`src/rtl/core/scht_pkg.sv`:
```
// Types, constants and hash functions of the spatial cell hash table.
package scht_pkg;

  localparam int BUCKETS    = 256;
  localparam int POOL_NODES = 1024;
  localparam int COORD_BITS = 16;

  localparam int BUCKET_W  = $clog2(BUCKETS);
  localparam int NODE_W    = $clog2(POOL_NODES);
  localparam int LINK_W    = NODE_W + 1;
  localparam int KEY_W     = 3 * COORD_BITS;
  localparam int HANDLE_W  = 10;
  localparam int COUNT_W   = 11;
  localparam int CLEAR_LEN = (BUCKETS > POOL_NODES) ? BUCKETS : POOL_NODES;
  localparam int CLEAR_W   = $clog2(CLEAR_LEN);

  localparam logic [1:0] OP_FIND   = 2'd0;
  localparam logic [1:0] OP_GIVE   = 2'd1;
  localparam logic [1:0] OP_REMOVE = 2'd2;

  typedef struct packed {
    logic [1:0]          op;
    logic signed [15:0]  pos_x;
    logic signed [15:0]  pos_y;
    logic signed [15:0]  pos_z;
    logic [HANDLE_W-1:0] handle_in;
  } item_t;

  typedef struct packed {
    logic                hit;
    logic                created;
    logic [HANDLE_W-1:0] handle_out;
    logic                pool_full;
    logic [COUNT_W-1:0]  live_count;
  } result_t;

  // Classified request passed from the front part to the back part.
  typedef struct packed {
    logic [1:0]          op;
    logic [KEY_W-1:0]    key;
    logic [BUCKET_W-1:0] bucket;
    logic [HANDLE_W-1:0] handle;
  } front_req_t;

  // Keeps the low COORD_BITS bits of an input coordinate, sign extended.
  function automatic logic signed [COORD_BITS-1:0] coord_of(logic signed [15:0] v);
    logic signed [31:0] w;
    w = 32'(v);
    return w[COORD_BITS-1:0];
  endfunction

  // Bucket of a position: x + 8y + 64z in two's complement, masked.
  function automatic logic [BUCKET_W-1:0] hash_of(logic signed [COORD_BITS-1:0] x,
                                                  logic signed [COORD_BITS-1:0] y,
                                                  logic signed [COORD_BITS-1:0] z);
    logic [31:0] xs;
    logic [31:0] ys;
    logic [31:0] zs;
    logic [31:0] sum;
    xs = 32'(x);
    ys = 32'(y);
    zs = 32'(z);
    sum = xs + (ys << 3) + (zs << 6);
    return sum[BUCKET_W-1:0];
  endfunction

  // Bucket of a packed key.
  function automatic logic [BUCKET_W-1:0] hash_key(logic [KEY_W-1:0] k);
    return hash_of(k[COORD_BITS-1:0], k[2*COORD_BITS-1:COORD_BITS],
                   k[3*COORD_BITS-1:2*COORD_BITS]);
  endfunction

endpackage

```
`src/rtl/core/scht_front.sv`:
```
// Front part: accepts requests, computes key and bucket, queues them.
module scht_front (
  input  logic                   clk,
  input  logic                   rst,
  input  logic                   push,
  output logic                   full,
  input  scht_pkg::item_t        item,
  output logic                   q_valid,
  output scht_pkg::front_req_t   q_req,
  input  logic                   q_pop
);

  scht_pkg::front_req_t entry [2];
  scht_pkg::front_req_t new_req;
  logic                 wptr;
  logic                 rptr;
  logic [1:0]           count;
  logic                 do_push;
  logic                 do_pop;
  logic signed [scht_pkg::COORD_BITS-1:0] cx;
  logic signed [scht_pkg::COORD_BITS-1:0] cy;
  logic signed [scht_pkg::COORD_BITS-1:0] cz;

  // Classify the incoming request: packed key and bucket.
  always_comb begin
    cx = scht_pkg::coord_of(item.pos_x);
    cy = scht_pkg::coord_of(item.pos_y);
    cz = scht_pkg::coord_of(item.pos_z);
    new_req.op     = item.op;
    new_req.key    = {cz, cy, cx};
    new_req.bucket = scht_pkg::hash_of(cx, cy, cz);
    new_req.handle = item.handle_in;
  end

  assign full    = (count == 2'd2);
  assign q_valid = (count != 2'd0);
  assign q_req   = entry[rptr];
  assign do_push = push && !full;
  assign do_pop  = q_pop && q_valid;

  // Two-entry request queue.
  always_ff @(posedge clk) begin
    if (do_push) begin
      entry[wptr] <= new_req;
    end
    if (rst) begin
      wptr  <= 1'b0;
      rptr  <= 1'b0;
      count <= 2'd0;
    end else begin
      if (do_push) wptr <= !wptr;
      if (do_pop) rptr <= !rptr;
      count <= count + 2'(do_push) - 2'(do_pop);
    end
  end

endmodule

```
`config.mk`:
```
export PLATFORM = sky130hd
export DESIGN_NAME = scht_front
export DESIGN_NICKNAME = d
export VERILOG_FILES = /design/src/rtl/core/scht_pkg.sv /design/src/rtl/core/scht_front.sv
export SDC_FILE = /design/constraint.sdc
export NUM_CORES = 1
export LEC_CHECK = 0
export ABC_CLOCK_PERIOD_IN_PS = 3050
export BUFFER_PORTS_ARGS = -buffer_cell sky130_fd_sc_hd__buf_4
export CORE_UTILIZATION = 30
export CTS_CLUSTER_SIZE = 30
export DETAILED_ROUTE_END_ITERATION = 12
export PLACE_DENSITY = 0.6
export SLEW_MARGIN = 20
export SYNTH_ARGS = -nofsm -noshare
export SYNTH_HDL_FRONTEND = slang
export SYNTH_SLANG_ARGS = --single-unit
```
`constraint.sdc`:
```
create_clock -name clk -period 3.05 [get_ports clk]
set_input_delay 0.1525 -clock clk [delete_from_list [all_inputs] [get_ports clk]]
set_output_delay 0.1525 -clock clk [all_outputs]
set_load 0.02 [all_outputs]
```
==> impl_metrics.env, run 1 <==
export IMPL_drt_iter0_markers=95
export IMPL_dpl_cell_area_um2=6360
export IMPL_min_from="push"
export IMPL_cts_setup_buffers=0
export IMPL_core_area_um2=16700
export IMPL_status="finished, final reports clean"
export IMPL_place_inst=595
export IMPL_internal_power_uw=4390
export IMPL_synth_xor_area_frac=0.0119
export IMPL_maxSlewHeadroom=0.350
export IMPL_max_cap_violations=0
export IMPL_dieWidth_um=133
export IMPL_boundaryPins=134
export IMPL_multiInputGateArea_um2=1030
export IMPL_antenna_found_initial=0
export IMPL_power_static_leakage_uw=0.00284
export IMPL_worstSetupEndpointType="output pin"
export IMPL_layout_common_cells="buf_4, edfxtp_1, mux2_2"
export IMPL_worstPathArrival_ns=1.95
export IMPL_track_usage=0.118
export IMPL_slew_viol_final=0
export IMPL_layoutNonFillerInstCount=688
export IMPL_drc=0
export IMPL_netlist_instances=251
export IMPL_design_power_total_uw=6210
export IMPL_power_switching_uw=1810
export IMPL_nets=529
export IMPL_syn_avg_cell_area_um2=20.5
export IMPL_diodes=0
export IMPL_grt_pass1_vias=3168
export IMPL_startpoint_type="flip-flop"
export IMPL_dp_final_hpwl_um=5520
export IMPL_hold_end="wptr"
export IMPL_final_common_cell="buf_4"
export IMPL_synth_top_family_by_area="multiplexers"
export IMPL_muxShareOfSynthArea=0.142
export IMPL_nFillCells=1494
export IMPL_rrSetupSlack_ns=1.25
export IMPL_seq_power_share=0.415
export IMPL_grt_max_degree=66
export IMPL_drive_gt1_frac=0.489
export IMPL_rr_endpoint="entry[1][9]"
export IMPL_final_cell_area_um2=7500
export IMPL_skew_ns=0.0102
export IMPL_seq_area_um2=4010
export IMPL_cts_tree="done"
export IMPL_synth_cell_area_um2=5150
export IMPL_r2r_start="count[0]"
export IMPL_synth_seq_cells=135
export IMPL_grt_pass1_wl_um=15600
export IMPL_worst_pin_slew_ns=0.975
export IMPL_ant_nets=0
export IMPL_area_delta_synth_final_pct=45.6
export IMPL_clock_latency_ns=0.41
export IMPL_yosys_area_share_simple=0.0119
export IMPL_num_rows=47
export IMPL_power_frac_clock=0.292
export IMPL_cts_buffer_depth=2
export IMPL_cts_sinks=135
export IMPL_viasPerCell=4.19
export IMPL_first_pass_iters=4
export IMPL_critPathKind="flip-flop to output pin"
export IMPL_switching_share=0.292
export IMPL_dieArea_um2=17700
export IMPL_cts_hold_repair_buffers=61
export IMPL_place_gp_congestion=0.679
export IMPL_required_ns=2.90
export IMPL_cts_buffers_inserted=17
export IMPL_fin_crit_ns=2.11
export IMPL_grt_setup_unrepaired="no"
export IMPL_fp_dieH_um=133
export IMPL_clk_pin_slew_ns=0.05
export IMPL_max_freq_mhz=475
export IMPL_routed_via_count=2884
export IMPL_crit_fanout=65
export IMPL_ctsResizeCount=0
export IMPL_finalCritPeriodShare=0.691
export IMPL_hold_viol=0
export IMPL_synth_cell_types=25
export IMPL_drt_total_wl_um=9710
export IMPL_vdd_ir_drop_worst_mv=0.554
export IMPL_start_util=0.308
export IMPL_comb_power_share=0.293
export IMPL_avgRoutedWirePerCell_um=14.1
export IMPL_fin_tns_setup_ns=0
export IMPL_synthAdderAreaFrac=0.0272
export IMPL_htree_levels=4
export IMPL_grt_ovfl_total=0
export IMPL_yosysSeqAreaShare=0.777
export IMPL_io_buffers=133
export IMPL_yosysWarningCount=0
export IMPL_whs_path_depth=4
export IMPL_synth_compound_area_share=0.00583
export IMPL_setup_violations=0
export IMPL_hp_class="input pin to flip-flop"
export IMPL_p_per_area_nw_per_um2=828
export IMPL_syn_num_nets=325
export IMPL_clockRootBuffer="clkbuf_16"
export IMPL_rr_worst_depth=2
==> through the flow <==
step / worst slack [ns] / hold WS [ns] / utilization
floorplan: 0.482 / 0.222 / -
global placement: 1.30 / 0.338 / 0.381
detailed placement: 1.25 / 0.341 / 0.381
CTS: 0.842 / 0.122 / 0.449
global route: 0.807 / 0.187 / 0.449
finish: 0.944 / 0.149 / 0.449
==> worst max-delay path by stage <==
stage                    to       from  depth (start not counted)
6_report          q_req[10]  flip-flop                          2
4_1_cts           q_req[12]  flip-flop                          2
2_1_floorplan   entry[0][0]   count[0]                          4
3_3_place_gp   entry[1][42]   count[0]                          2
3_5_place_dp   entry[1][39]   count[0]                          2
5_1_grt           q_req[58]  flip-flop                          2
==> synthesized netlist by cell type <==
| library cell | count | share of area |
|---|---|---|
| nand2_1 | 1 | 0.00073 |
| mux2_2 | 65 | 0.14 |
| xor2_1 | 2 | 0.0034 |
| inv_1 | 7 | 0.0051 |
| buf_6 | 5 | 0.011 |
| edfxtp_1 | 130 | 0.76 |
| nor3_1 | 1 | 0.00097 |
| a21o_1 | 1 | 0.0015 |
| inv_2 | 1 | 0.00073 |
| fa_1 | 2 | 0.0078 |
| or2_2 | 1 | 0.0012 |
| xnor2_1 | 5 | 0.0085 |
| o21ai_0 | 1 | 0.00097 |
| and2_1 | 1 | 0.0012 |
| dfxtp_1 | 5 | 0.019 |
| nor2_1 | 3 | 0.0022 |
| buf_4 | 4 | 0.0058 |
| buf_2 | 1 | 0.00097 |
| and3_2 | 1 | 0.0015 |
| ha_1 | 8 | 0.019 |
| nor2b_1 | 1 | 0.0012 |
| o21a_1 | 1 | 0.0015 |
| a21oi_1 | 2 | 0.0019 |
| or3_1 | 1 | 0.0012 |
| nand2b_2 | 1 | 0.0017 |
==> logic make-up (layout without fill, tap and decap cells) <==
family                   after synthesis  in the layout
AO/OA/AOI/OAI                          5              5
multiplexers                          65             65
buffers and inverters                 18            235
XOR/XNOR                               7              7
flip-flops                           135            135
AND/OR/NAND/NOR                       11             11
adder cells (fa/ha/maj)               10             10
==> registers in the layout, summed over array words and instances (netlist names), named ones only <==
register,flops
entry,130
wptr,1
count,2
rptr,1
==> critical path, cell delays in order, from the launching register on <==
cell     delay [ns]
dfxtp_4        0.94
mux2_2         0.44
buf_4          0.16
==> per-layer routing <==
layer | wire [um] | GRT usage | vias to the layer above | part of all wire
li1 | - | - | 1379 | -
met1 | 4080 | 0.131 | 1407 | 0.42
met2 | 4930 | 0.200 | 92 | 0.51
met3 | 617 | 0.0510 | 6 | 0.064
met4 | 81 | 0.0402 | 0 | 0.0083
met5 | 0 | 0 | - | 0
==> final cells by class <==
class	instances	share of cell area
Sequential cell	135	0.535
Timing Repair Buffer	195	0.217
Multi-Input combinational cell	98	0.137
Clock buffer	22	0.0593
Tap cell	220	0.0367
Clock inverter	10	0.0108
Inverter	8	0.00401
==> power groups by stage <==
stage | registers [uW] | clock network, uW | logic (uW)
4_1_cts | 2590 | 1870 | 1850
3_3_place_gp | 2610 | 0 | 1760
6_report | 2570 | 1810 | 1820
2_1_floorplan | 2470 | 0 | 1230
5_1_grt | 2620 | 1940 | 1940
3_5_place_dp | 2630 | 0 | 1780
Power figures use the tool's default switching activity.
==> run 2, diff against run 1 <==
--- a/config.mk
+++ b/config.mk
@@ -5,7 +5,7 @@
 export SDC_FILE = /design/constraint.sdc
 export NUM_CORES = 1
 export LEC_CHECK = 0
-export ABC_CLOCK_PERIOD_IN_PS = 3050
+export ABC_CLOCK_PERIOD_IN_PS = 2100
 export BUFFER_PORTS_ARGS = -buffer_cell sky130_fd_sc_hd__buf_4
 export CORE_UTILIZATION = 30
 export CTS_CLUSTER_SIZE = 30
==> constraint.sdc (replaced) <==
create_clock -name clk -period 2.1 [get_ports clk]
set_input_delay 0.105 -clock clk [delete_from_list [all_inputs] [get_ports clk]]
set_output_delay 0.105 -clock clk [all_outputs]
set_load 0.02 [all_outputs]
==> run 2 against run 1 <==
  * Setup slack got worse by 0.69 ns
  * Via count rose by 0.66%
  * Sequential share of layout area fell by 0.34 points
  * Global-route usage barely moved
==> impl_metrics.env, run 2 (synthesis gave the netlist of run 1 again) <==
export IMPL_core_area_um2=16700
export IMPL_hp_class="input pin to flip-flop"
export IMPL_critPathKind="input pin to flip-flop"
export IMPL_seq_power_share=0.394
export IMPL_io_buffers=133
export IMPL_worstPathArrival_ns=1.99
export IMPL_worstSetupEndpointType="flip-flop"
export IMPL_regMostFlops="entry"
export IMPL_skew_ns=0.00985
export IMPL_rrSetupSlack_ns=0.51
export IMPL_worst_pin_slew_ns=0.455
export IMPL_boundaryPins=134
export IMPL_start_util=0.308
export IMPL_fin_crit_ns=1.84
export IMPL_first_pass_iters=4
export IMPL_clockRootBuffer="clkbuf_16"
export IMPL_dieWidth_um=133
export IMPL_num_rows=47
export IMPL_routed_via_count=2903
export IMPL_dp_final_hpwl_um=6070
export IMPL_nFillCells=1469
export IMPL_cts_buffers_inserted=17
export IMPL_avgRoutedWirePerCell_um=14.0
export IMPL_ant_nets=0
export IMPL_clock_latency_ns=0.41
export IMPL_setup_violations=0
export IMPL_max_freq_mhz=543
export IMPL_power_static_leakage_uw=0.00286
export IMPL_grt_pass1_wl_um=15600
export IMPL_comb_power_share=0.322
export IMPL_fin_tns_setup_ns=0
export IMPL_max_cap_violations=0
export IMPL_drt_iter0_markers=120
export IMPL_area_delta_synth_final_pct=46.5
export IMPL_status="finished, final reports clean"
export IMPL_vdd_ir_drop_worst_mv=0.606
export IMPL_p_per_area_nw_per_um2=1190
export IMPL_grt_pass1_vias=3139
export IMPL_reg_largest_list="entry: 130 flops, count: 2 flops"
export IMPL_antenna_found_initial=0
export IMPL_place_gp_congestion=0.707
export IMPL_fp_dieH_um=133
export IMPL_clk_pin_slew_ns=0.05
export IMPL_cts_tree="done"
export IMPL_finish_utilization=0.452
export IMPL_nets=534
export IMPL_internal_power_uw=6410
export IMPL_layout_common_cells="buf_4, edfxtp_1, mux2_2"
export IMPL_ctsResizeCount=0
export IMPL_viasPerCell=4.21
export IMPL_startpoint_type="input pin"
export IMPL_crit_fanout=3
export IMPL_cts_buffer_depth=2
export IMPL_diodes=0
export IMPL_finalCritPeriodShare=0.877
export IMPL_grt_setup_unrepaired="no"
export IMPL_maxSlewHeadroom=0.697
export IMPL_largest_reg_flops=130
export IMPL_dieArea_um2=17700
export IMPL_final_common_cell="buf_4"
export IMPL_power_frac_clock=0.284
export IMPL_grt_ovfl_total=0
export IMPL_drt_total_wl_um=9680
export IMPL_slew_viol_final=0
export IMPL_htree_levels=4
export IMPL_rr_worst_depth=7
export IMPL_switching_share=0.289
export IMPL_track_usage=0.118
export IMPL_whs_path_depth=4
export IMPL_power_switching_uw=2600
export IMPL_hold_viol=0
export IMPL_grt_max_degree=34
export IMPL_drc=0
export IMPL_cts_sinks=135
export IMPL_required_ns=2.25
export IMPL_drive_gt1_frac=0.491
-- run 2: metrics by stage --
stage	power, uW	std cells	instance area, um^2	hold WS [ns]	setup slack [ns]
after detailed placement	6460	600	6430	0.293	0.391
after global routing	9460	690	7540	0.111	0.194
final	9010	690	7540	0.0957	0.259
after floorplan	5370	251	5160	0.174	0.0364
after CTS	9150	690	7540	0.0899	0.239
after global placement	6420	600	6430	0.289	0.422
-- run 2: per-layer routing --
layer,up-vias,routed length [um],track usage
met5,-,0,0
met3,11,576,0.0441
met1,1421,4170,0.140
met2,95,4770,0.187
met4,0,159,0.0575
li1,1376,-,-
-- run 2: path summary, 6_finish.rpt --
kind | startpoint | end
setup / recovery | item[10] | entry[1][17]
setup reg to reg | count[1] | count[1]
hold reg to reg | wptr | wptr
hold / removal | push | wptr
-- run 2: final cells by class --
cell class | count | area, um^2 | area share
Sequential cell | 135 | 4010 | 0.531
Timing Repair Buffer | 200 | 1690 | 0.224
Multi-Input combinational cell | 98 | 1030 | 0.137
Clock buffer | 22 | 444 | 0.0589
Tap cell | 220 | 275 | 0.0365
Clock inverter | 7 | 57.6 | 0.00763
Inverter | 8 | 33.8 | 0.00448
-- run 2: timing repair --
item | 4_1_cts | 5_1_grt
endpoints found under the hold margin | 125 | 0
hold buffers | 61 | 0
buffers inserted | 0 | 0
-- run 2: power by group through the flow --
stage	combinational, uW	sequential [uW]	clock [uW]
3_3_place_gp	2840	3590	0
5_1_grt	3100	3600	2760
6_report	2900	3550	2560
2_1_floorplan	1790	3580	0
4_1_cts	2950	3560	2640
3_5_place_dp	2850	3610	0
-- run 2: worst max-delay path, cell delays in order --
cell and delay (ns):
dlygate4sd3_1 0.53, buf_4 0.11, inv_1 0.05, fa_1 0.54, inv_1 0.05, ha_1 0.32
a21oi_1 0.17, xnor2_1 0.12
==> run 3, diff against run 2 <==
--- a/config.mk
+++ b/config.mk
@@ -7,6 +7,7 @@
 export LEC_CHECK = 0
 export ABC_CLOCK_PERIOD_IN_PS = 2100
 export BUFFER_PORTS_ARGS = -buffer_cell sky130_fd_sc_hd__buf_4
+export CORE_MARGIN = 1.5
 export CORE_UTILIZATION = 30
 export CTS_CLUSTER_SIZE = 30
 export DETAILED_ROUTE_END_ITERATION = 12
==> run 3 against run 2 <==
  * Setup slack got worse by 0.0022 ns
  * Global-route usage shrank 0.27 points
  * Combinational power barely moved
  * Final cell count increased by 0.43%
  * Critical path depth stayed put
  * Flip-flop and latch count is the same
  * Count of clock-buffer cells in the layout is 4 lower
  * Register-to-register slack hardly changed
  * Power up 5.5%
  * Critical endpoint is now entry[0][17]
==> impl_metrics.env, run 3 (synthesis gave the netlist of run 1 again) <==
export IMPL_slew_viol_final=0
export IMPL_status="finished, final reports clean"
export IMPL_skew_ns=0.00607
export IMPL_cts_buffers_inserted=17
export IMPL_start_util=0.308
export IMPL_fp_dieH_um=134
export IMPL_drc=0
export IMPL_nFillCells=1487
export IMPL_htree_levels=4
export IMPL_critical_path_slowest_cell="fa_1"
export IMPL_drt_total_wl_um=9810
export IMPL_whs_path_depth=4
export IMPL_boundaryPins=134
export IMPL_dieArea_um2=18000
export IMPL_crit_family="adder cells"
export IMPL_rr_worst_depth=7
export IMPL_rrSetupSlack_ns=0.50
export IMPL_fin_crit_ns=1.84
export IMPL_largest_reg_flops=130
export IMPL_clock_latency_ns=0.40
export IMPL_ctsResizeCount=0
export IMPL_startpoint_type="input pin"
export IMPL_worst_pin_slew_ns=0.511
export IMPL_min_from="push"
export IMPL_dieWidth_um=134
export IMPL_fin_tns_setup_ns=0
export IMPL_crit_fanout=3
export IMPL_io_buffers=133
export IMPL_cts_buffer_depth=2
export IMPL_regMostFlops="entry"
export IMPL_grt_setup_unrepaired="no"
export IMPL_seq_area_um2=4010
export IMPL_first_pass_iters=4
export IMPL_multiInputGateArea_um2=1030
export IMPL_dp_final_hpwl_um=6160
export IMPL_num_rows=47
export IMPL_cts_tree="done"
export IMPL_maxSlewHeadroom=0.659
export IMPL_worstPathArrival_ns=1.99
export IMPL_place_gp_congestion=0.695
export IMPL_vdd_ir_drop_worst_mv=0.661
export IMPL_core_area_um2=16700
export IMPL_grtUsageMet1=0.129
export IMPL_p_per_area_nw_per_um2=1240
export IMPL_max_freq_mhz=542
export IMPL_r2r_start="count[1]"
export IMPL_grt_ovfl_total=0
export IMPL_final_common_cell="buf_4"
export IMPL_required_ns=2.25
export IMPL_grt_use_met3=0.0457
export IMPL_hold_viol=0
export IMPL_routed_via_count=2904
export IMPL_grt_max_degree=36
export IMPL_area_delta_synth_final_pct=48.4
export IMPL_avgRoutedWirePerCell_um=14.2
export IMPL_grt_pass1_wl_um=15500
export IMPL_hold_end="wptr"
export IMPL_drt_iter0_markers=90
export IMPL_reg_largest_list="entry: 130 flops, count: 2 flops"
export IMPL_setup_violations=0
export IMPL_grt_busiest_layer="met2"
export IMPL_nets=534
export IMPL_critPathKind="input pin to flip-flop"
export IMPL_diodes=0
export IMPL_rr_endpoint="count[1]"
export IMPL_clk_pin_slew_ns=0.06
export IMPL_cts_sinks=135
export IMPL_drive_gt1_frac=0.510
export IMPL_power_static_leakage_uw=0.00290
export IMPL_track_usage=0.115
export IMPL_path_cells="dlygate4sd3_1, buf_4, inv_1, fa_1, inv_1, ha_1, a21oi_1, xnor2_1"
export IMPL_worstSetupEndpointType="flip-flop"
export IMPL_max_cap_violations=0
export IMPL_clockRootBuffer="clkbuf_16"
export IMPL_layout_common_cells="buf_4, edfxtp_1, mux2_2"
export IMPL_grt_use_met2=0.197
export IMPL_viasPerCell=4.19
export IMPL_finalCritPeriodShare=0.878
export IMPL_grt_pass1_vias=3170
export IMPL_ant_nets=0
export IMPL_hp_class="input pin to flip-flop"
export IMPL_crit_buf_inv=4
export IMPL_cp_common_cell="inv_1"
export IMPL_antenna_found_initial=0
export IMPL_finalHoldWorstSlack_ns=0.102
export IMPL_cpPeakStageDelay_ns=0.55
[run 3: cell count changes in the layout (fill, tap and decap cells not counted), sizes merged]
cell / before / now
clkbuf: 22 / 18
bufinv: 1 / 4
clkinvlp: 2 / 5
clkinv: 5 / 6
[run 3: worst register-to-register path: stages (launching register included)]
cell	delay, ns
dfxtp_1	0.34
o21a_1	0.23
ha_1	0.27
inv_1	0.04
ha_1	0.18
xor2_1	0.15
and2_1	0.16
nor3_1	0.15
[run 3: per-stage QoR]
| stage | total power [uW] | instance area [um^2] | worst slack [ns] | instances | utilization |
|---|---|---|---|---|---|
| final | 9510 | 7640 | 0.257 | 693 | 0.458 |
| after global routing | 9940 | 7640 | 0.186 | 693 | 0.458 |
| after CTS | 9660 | 7640 | 0.225 | 693 | 0.458 |
| after detailed placement | 6450 | 6420 | 0.384 | 600 | 0.384 |
| after global placement | 6420 | 6420 | 0.433 | 600 | 0.384 |
| after floorplan | 5370 | 5160 | 0.0364 | 251 | - |
[run 3: what timing repair did]
item	CTS	global route
hold buffers	61	0
hold endpoints to repair	125	0
setup buffers	0	0
[run 3: final cells by class]
class,count,area share
repair buffers,200,0.220
flip-flops and latches,135,0.524
clock inverters,14,0.0239
multi-input cells,98,0.135
inverters,8,0.00442
well taps,220,0.0360
clock buffers,18,0.0562
[run 3: worst max-delay path by stage]
| stage | from | to | slack (ns) | cells past startpoint |
|---|---|---|---|---|
| after floorplan | count[0] | entry[0][0] | 0.04 | 4 |
| after global placement | item[10] | entry[0][17] | 0.43 | 7 |
| after detailed placement | item[10] | entry[1][17] | 0.38 | 7 |
| after CTS | flip-flop | q_req[12] | 0.23 | 3 |
| after global routing | flip-flop | q_req[18] | 0.19 | 3 |
| final | item[10] | entry[0][17] | 0.26 | 8 |
[run 3: where the power goes]
part	internal, uW	leakage (uW)	switching [uW]
Sequential	3450	0.00126	94.5
Clock	1970	0.000289	1090
Combinational	1360	0.00136	1530
Total	6790	0.00290	2720
[run 3: layer usage]
metal | part of all wire | vias to the layer above
met3 | 0.069 | 6
met5 | 0 | -
li1 | - | 1389
met1 | 0.42 | 1419
met4 | 0.010 | 0
met2 | 0.50 | 90
